File: src/rtl/core/rmst_pkg.sv
// Shared constants and codes for the reference-count mark/sweep table.
package rmst_pkg;

  // Table geometry.
  localparam int TABLE_DEPTH = 16;
  localparam int HANDLE_BITS = 32;

  // Width of the port fields.
  localparam int PORT_HANDLE_W = 32;

  // Handles are held at the narrower of the handle width and the port width.
  localparam int HANDLE_W = (HANDLE_BITS < PORT_HANDLE_W) ? HANDLE_BITS : PORT_HANDLE_W;
  localparam int IDX_W = $clog2(TABLE_DEPTH);
  localparam int CNT_W = $clog2(TABLE_DEPTH + 1);

  // Command codes.
  localparam logic [1:0] CMD_REGISTER   = 2'd0;
  localparam logic [1:0] CMD_FORGET_ALL = 2'd1;
  localparam logic [1:0] CMD_CLEAN      = 2'd2;
  localparam logic [1:0] CMD_CLEAN_ALL  = 2'd3;

  // Entry status codes.
  localparam logic [1:0] ST_UNKNOWN = 2'd0;
  localparam logic [1:0] ST_KNOWN   = 2'd1;
  localparam logic [1:0] ST_FORGET  = 2'd2;

  // Result action codes.
  localparam logic [1:0] ACT_INC = 2'd0;
  localparam logic [1:0] ACT_DEC = 2'd1;
  localparam logic [1:0] ACT_OVF = 2'd2;

endpackage

File: src/rtl/core/rmst_ram.sv
// Generic single-write, single-read RAM with registered read data.
module rmst_ram #(
  parameter int WIDTH = 8,
  parameter int DEPTH = 16,
  localparam int AddrW = $clog2(DEPTH)
) (
  input  logic             clk,
  input  logic             we,
  input  logic [AddrW-1:0] waddr,
  input  logic [WIDTH-1:0] wdata,
  input  logic [AddrW-1:0] raddr,
  output logic [WIDTH-1:0] rdata
);

  logic [WIDTH-1:0] mem [DEPTH];

  // Write port and registered read port.
  always_ff @(posedge clk) begin
    if (we) begin
      mem[waddr] <= wdata;
    end
    rdata <= mem[raddr];
  end

endmodule

File: src/rtl/core/refcount_mark_sweep_table.sv
// Reference-count mark/sweep table: top level with scan sequencer and handle RAM.
// Register and sweep commands scan the used entries through the single read port of the
// handle RAM, stepping through the READ and CHECK states for each used entry. A register
// stops early on a hit and otherwise ends in RESOLVE; both commands wait while the output
// word is held. forget_all completes without leaving the idle state.
// Reset clears statuses and the used count but not the handle RAM; ready right after reset.
module refcount_mark_sweep_table (
  input  logic                              clk,
  input  logic                              rst_n,
  input  logic                              in_valid,
  output logic                              in_ready,
  input  logic [1:0]                        in_cmd,
  input  logic [rmst_pkg::PORT_HANDLE_W-1:0] in_handle_id,
  output logic                              out_valid,
  input  logic                              out_ready,
  output logic [1:0]                        out_action,
  output logic [rmst_pkg::PORT_HANDLE_W-1:0] out_target_handle,
  output logic                              out_last
);

  import rmst_pkg::*;

  typedef enum logic [3:0] {
    S_IDLE    = 4'b0001,
    S_READ    = 4'b0010,
    S_CHECK   = 4'b0100,
    S_RESOLVE = 4'b1000
  } state_t;

  state_t               state_r, state_nxt;
  logic [1:0]           cmd_r, cmd_nxt;
  logic [HANDLE_W-1:0]  h_r, h_nxt;
  logic [CNT_W-1:0]     i_r, i_nxt;
  logic [CNT_W-1:0]     used_r, used_nxt;
  logic                 found_r, found_nxt;
  logic [IDX_W-1:0]     free_r, free_nxt;
  logic [1:0]           stat_r [TABLE_DEPTH];
  logic [1:0]           stat_nxt [TABLE_DEPTH];

  logic                 out_valid_r, out_valid_nxt;
  logic [1:0]           out_action_r, out_action_nxt;
  logic [PORT_HANDLE_W-1:0] out_handle_r, out_handle_nxt;
  logic                 out_last_r, out_last_nxt;

  logic                 ram_we;
  logic [IDX_W-1:0]     ram_waddr;
  logic [HANDLE_W-1:0]  ram_rdata;

  logic                 out_stall;
  logic [TABLE_DEPTH-1:0] qual_v;
  logic [TABLE_DEPTH-1:0] stale_v;
  logic                 any_later;
  logic [1:0]           cur_stat;
  logic                 cur_live;
  logic [IDX_W-1:0]     cur_idx;

  // Handle storage, read at the scan index.
  rmst_ram #(
    .WIDTH (HANDLE_W),
    .DEPTH (TABLE_DEPTH)
  ) u_handle_ram (
    .clk   (clk),
    .we    (ram_we),
    .waddr (ram_waddr),
    .wdata (h_r),
    .raddr (cur_idx),
    .rdata (ram_rdata)
  );

  assign in_ready          = (state_r == S_IDLE);
  assign out_valid         = out_valid_r;
  assign out_action        = out_action_r;
  assign out_target_handle = out_handle_r;
  assign out_last          = out_last_r;

  assign out_stall = out_valid_r && !out_ready;
  assign cur_idx   = i_r[IDX_W-1:0];
  assign cur_stat  = stat_r[cur_idx];
  assign cur_live  = (cur_stat == ST_KNOWN) || (cur_stat == ST_FORGET);

  // Entries a sweep will free, and whether any lies beyond the current index.
  always_comb begin
    any_later = 1'b0;
    for (int j = 0; j < TABLE_DEPTH; j++) begin
      qual_v[j] = (CNT_W'(j) < used_r) &&
                  ((stat_r[j] == ST_FORGET) ||
                   ((cmd_r == CMD_CLEAN_ALL) && (stat_r[j] == ST_KNOWN)));
      stale_v[j] = (CNT_W'(j) >= used_r) && (stat_r[j] != ST_UNKNOWN);
      if (qual_v[j] && (CNT_W'(j) > i_r)) begin
        any_later = 1'b1;
      end
    end
  end

  // Command sequencer.
  always_comb begin
    state_nxt      = state_r;
    cmd_nxt        = cmd_r;
    h_nxt          = h_r;
    i_nxt          = i_r;
    used_nxt       = used_r;
    found_nxt      = found_r;
    free_nxt       = free_r;
    stat_nxt       = stat_r;
    out_valid_nxt  = out_valid_r && !out_ready;
    out_action_nxt = out_action_r;
    out_handle_nxt = out_handle_r;
    out_last_nxt   = out_last_r;
    ram_we         = 1'b0;
    ram_waddr      = free_r;

    case (state_r)
      S_IDLE: begin
        if (in_valid) begin
          cmd_nxt   = in_cmd;
          h_nxt     = in_handle_id[HANDLE_W-1:0];
          i_nxt     = '0;
          found_nxt = 1'b0;
          if (in_cmd == CMD_FORGET_ALL) begin
            // Mark every known entry in one step.
            for (int j = 0; j < TABLE_DEPTH; j++) begin
              if (stat_r[j] == ST_KNOWN) begin
                stat_nxt[j] = ST_FORGET;
              end
            end
          end else begin
            state_nxt = S_READ;
          end
        end
      end

      S_READ: begin
        // The RAM read for the current index is issued in this cycle.
        if (i_r == used_r) begin
          state_nxt = (cmd_r == CMD_REGISTER) ? S_RESOLVE : S_IDLE;
        end else begin
          state_nxt = S_CHECK;
        end
      end

      S_CHECK: begin
        if (cmd_r == CMD_REGISTER) begin
          if (cur_live && (ram_rdata == h_r)) begin
            // Already held: revive a forget entry and finish without a word.
            stat_nxt[cur_idx] = ST_KNOWN;
            state_nxt         = S_IDLE;
          end else begin
            if (!cur_live) begin
              found_nxt = 1'b1;
              free_nxt  = cur_idx;
            end
            i_nxt     = i_r + 1'b1;
            state_nxt = S_READ;
          end
        end else if (qual_v[cur_idx]) begin
          // Free this entry once the output register can take the word.
          if (!out_stall) begin
            out_valid_nxt     = 1'b1;
            out_action_nxt    = ACT_DEC;
            out_handle_nxt    = PORT_HANDLE_W'(ram_rdata);
            out_last_nxt      = !any_later;
            stat_nxt[cur_idx] = ST_UNKNOWN;
            i_nxt             = i_r + 1'b1;
            state_nxt         = S_READ;
          end
        end else begin
          i_nxt     = i_r + 1'b1;
          state_nxt = S_READ;
        end
      end

      S_RESOLVE: begin
        // Claim a slot for the new handle, or report a full table.
        if (!out_stall) begin
          out_valid_nxt  = 1'b1;
          out_handle_nxt = PORT_HANDLE_W'(h_r);
          out_last_nxt   = 1'b1;
          state_nxt      = S_IDLE;
          if (!found_r && (used_r == CNT_W'(TABLE_DEPTH))) begin
            out_action_nxt = ACT_OVF;
          end else begin
            out_action_nxt = ACT_INC;
            ram_we         = 1'b1;
            if (found_r) begin
              ram_waddr = free_r;
            end else begin
              ram_waddr = used_r[IDX_W-1:0];
              used_nxt  = used_r + 1'b1;
            end
            stat_nxt[ram_waddr] = ST_KNOWN;
          end
        end
      end

      default: begin
        state_nxt = S_IDLE;
      end
    endcase
  end

  // Control state.
  always_ff @(posedge clk) begin
    if (!rst_n) begin
      state_r     <= S_IDLE;
      used_r      <= '0;
      out_valid_r <= 1'b0;
      for (int j = 0; j < TABLE_DEPTH; j++) begin
        stat_r[j] <= ST_UNKNOWN;
      end
    end else begin
      state_r     <= state_nxt;
      used_r      <= used_nxt;
      out_valid_r <= out_valid_nxt;
      stat_r      <= stat_nxt;
    end
  end

  // Command and result payload.
  always_ff @(posedge clk) begin
    cmd_r        <= cmd_nxt;
    h_r          <= h_nxt;
    i_r          <= i_nxt;
    found_r      <= found_nxt;
    free_r       <= free_nxt;
    out_action_r <= out_action_nxt;
    out_handle_r <= out_handle_nxt;
    out_last_r   <= out_last_nxt;
  end

  // An overflow word is only produced when every slot is in use.
  assert property (@(posedge clk) disable iff (!rst_n)
    (out_valid_r && (out_action_r == ACT_OVF)) |-> (used_r == CNT_W'(TABLE_DEPTH)))
    else $error("overflow reported with free slots");

  // Entries at or beyond the used count always stay unknown.
  assert property (@(posedge clk) disable iff (!rst_n) stale_v == '0)
    else $error("entry beyond used count is live");

  // The scan index never runs past the used count while a scan is active.
  assert property (@(posedge clk) disable iff (!rst_n)
    ((state_r == S_READ) || (state_r == S_CHECK)) |-> (i_r <= used_r))
    else $error("scan index past used count");

endmodule
File: config.mk
export PLATFORM = sky130hd
export DESIGN_NAME = refcount_mark_sweep_table
export DESIGN_NICKNAME = d
export VERILOG_FILES = /design/src/rtl/core/rmst_pkg.sv /design/src/rtl/core/rmst_ram.sv /design/src/rtl/core/refcount_mark_sweep_table.sv
export SDC_FILE = /design/constraint.sdc
export NUM_CORES = 1
export LEC_CHECK = 0
export BUFFER_PORTS_ARGS = -buffer_cell sky130_fd_sc_hd__buf_2
export CAP_MARGIN = 20
export CORE_MARGIN = 3
export CORE_UTILIZATION = 51
export CTS_CLUSTER_DIAMETER = 150
export CTS_CLUSTER_SIZE = 10
export DETAILED_ROUTE_END_ITERATION = 12
export GPL_ROUTABILITY_DRIVEN = 0
export PLACE_DENSITY_LB_ADDON = 0.15
export SYNTH_ARGS = -nofsm -noshare
export SYNTH_HDL_FRONTEND = slang
export SYNTH_SLANG_ARGS = --single-unit
File: constraint.sdc
create_clock -name clk -period 11.8 [get_ports clk]
set_input_delay 1.18 -clock clk [delete_from_list [all_inputs] [get_ports clk]]
set_output_delay 1.18 -clock clk [all_outputs]
set_load 0.02 [all_outputs]
==> metrics.csv <==
metric,value,unit
outcome,completed,
final-setup-viol-count,0,
ir_worst_vdd,0.110,mV
async_flop_share,0,%
hold-path-cell-count,2,
min_path_type,reg -> reg,
clock_latency,0.62,ns
place_ws,7.16,ns
drv_slew,0,
routed_wl,76700,um
critical_path_class,reg -> reg,
cts_root_buffer,clkbuf_16,
utilization,58.3,%
synth_top_flop_cell,edfxtp_1,
layout_common_cells,"edfxtp_1, nand2_1, a21oi_1, nor2_1, clkbuf_16",
synth.cell_area,27300,um^2
worst_pin_slew,1.13,ns
synth_cells,1873,
die_w,237,um
fin_nets,1992,
yosys.area_share.xor_xnor,1.38,%
rows,84,
grt_setup_unrepaired,false,
crit_fanout,67,
final_common_cell,edfxtp_1,
post-route-min-period,4.84,ns
worstPathArrival,5.29,ns
ctsResizeCount,0,
synth_area_leader_cell,edfxtp_1,
final_cells,2693,
drt_iter0_drc,2217,
drt_pass1_iterations,6,
avgRoutedWirePerCell,28.5,um
crit_path_end_kind,flop,
worstPathRequired,12.25,ns
drive_gt1_share,17.1,%
final_area,30700,um^2
grt_use_total,27.0,%
cts_max_path_buffers,3,
total_power,5.20,mW
synth_area_leaders,"edfxtp_1, dfxtp_1, nand2_1",
cts_max_level,3,
clk_pin_slew,0.06,ns
switching_share,23.2,%
synth_fp_nets,1917,
dp_hpwl,41700,um
die_h,237,um
p_leak,10.0,nW
die_area,56300,um^2
cts.sinks,665,
ys_types,78,
syn2layout_area_growth,12.7,%
grt_remaining_overflow,0,
initial_core_util,51.7,%
synth_edf_count,591,
pwr-share-comb,7.0,%
seq_area_frac_synth,70.5,%
yosys.area_share.adder,0.349,%
worst_r2r_path_depth,11,
p_switching,1.21,mW
route.detailed.drc,0,
hold_buffers,0,
syn_avg_cell_area,14.6,um^2
cap_violations,0,
antenna_cells,0,
max_clock_freq,206,MHz
grt_pass1_vias,16961,
io_buffers,74,
critPathLaunchType,flop,
maxSlewHeadroom,24.4,%
routed-via-count,17446,
grt_pass1_wl,112000,um
power_density,169,nW/um^2
antenna_found_initial,1,
ant_nets,0,
fin_setup_tns,0,ns
internal_power,3.99,mW
synth_top_area_share,65.1,%
grt_max_degree,122,
fin_crit_sh,41.1,%
synth_mux_area_share,6.78,%
final.setup.worst_slack,6.96,ns
p_clk_share,41.2,%
synth_top_family_by_area,compound AO/OA/AOI/OAI gates,
viasPerCell,6.48,
seq_power_share,51.8,%
cts_buffers,76,
core,52800,um^2
ys_warn_count,0,
cts_setup_buffers,0,
ios,75,
post_dp_cell_area,28500,um^2
hold_viol,0,
clock-skew-final,0.0293,ns
hold_ws,0.514,ns
synth_simple_gate_area_share,7.01,%
cts_tree,done,
synth_compound_area_share,11.9,%
ys_ff_latch,665,
dp.cells,2558,
==> power by group through the flow <==
stage | combinational [mW] | clock, mW | sequential (mW)
finish | 0.363 | 2.14 | 2.70
global route | 0.387 | 2.28 | 2.70
CTS | 0.359 | 2.19 | 2.69
detailed placement | 0.357 | 0 | 2.74
global placement | 0.356 | 0 | 2.74
floorplan | 0.242 | 0 | 2.71
==> kinds of logic after synthesis <==
kind of cell,count (synthesis)
multiplexers,141
buffers and inverters,140
AO/OA/AOI/OAI,456
adder cells (fa/ha/maj),8
AND/OR/NAND/NOR,420
XOR/XNOR,43
flip-flops,665
==> registers in the layout, summed over array words and instances (netlist names) <==
register and flops:
u_handle_ram.mem 512, found_r 1, state_r 4, used_r 5, stat_r 32, out_last 1, i_r 5, cmd_r 2
out_action 2, u_handle_ram.rdata 32, free_r 4, out_target_handle 32, out_valid 1, h_r 32
==> cell usage after synthesis (5+ instances only) <==
| cell type | n |
|---|---|
| o221ai_1 | 22 |
| dfxtp_1 | 74 |
| clkbuf_1 | 78 |
| buf_1 | 22 |
| xor2_1 | 26 |
| mux2i_1 | 55 |
| o21ai_0 | 65 |
| nand2_1 | 188 |
| xnor2_1 | 17 |
| a211oi_1 | 17 |
| mux4_2 | 28 |
| a31oi_1 | 23 |
| o21a_1 | 9 |
| a22o_1 | 8 |
| o22ai_1 | 7 |
| a221oi_1 | 74 |
| nor2_1 | 111 |
| buf_2 | 15 |
| inv_1 | 17 |
| o221a_2 | 16 |
| a22oi_1 | 23 |
| nor4_1 | 7 |
| nor2b_1 | 7 |
| mux2_2 | 57 |
| nand2b_1 | 29 |
| a221o_1 | 12 |
| a311oi_1 | 8 |
| o211ai_1 | 9 |
| and3_1 | 6 |
| nand4b_1 | 15 |
| edfxtp_1 | 591 |
| ha_1 | 6 |
| nor3_1 | 13 |
| a21oi_1 | 117 |
| nand3_1 | 15 |
| buf_4 | 5 |
==> layer usage <==
metal	track usage, %	share of wire [%]
met4	9.86	3.2
met5	0	0
met1	37.9	41
met2	42.6	47
met3	5.21	9.1
==> cell type report <==
| class | count | area, um^2 |
|---|---|---|
| fillers | 4125 | 22000 |
| repair buffers | 120 | 728 |
| multi-input cells | 1068 | 7640 |
| well taps | 688 | 861 |
| clock inverters | 5 | 57.6 |
| clock buffers | 130 | 2170 |
| flip-flops and latches | 665 | 19200 |
| inverters | 17 | 63.8 |
==> critical path, stage by stage, from the launching register on <==
cell       delay, ns
edfxtp_1        0.36
buf_4           0.64
buf_4           0.75
mux4_2          0.36
nand2_1         0.09
and3_1          0.24
a211oi_2        0.24
o2111ai_2       0.32
a31o_2          0.52
nor2_1          0.56
buf_4           0.38
a311oi_1        0.13
==> worst paths after layout <==
path,start,to,slack (ns)
worst min-delay path,u_handle_ram.mem[1][8],u_handle_ram.rdata[8],0.51
worst max register to register,i_r[2],stat_r[1],6.96
worst max-delay path,i_r[2],stat_r[1],6.96
worst min register to register,u_handle_ram.mem[1][8],u_handle_ram.rdata[8],0.51
Power figures use the tool's default switching activity.
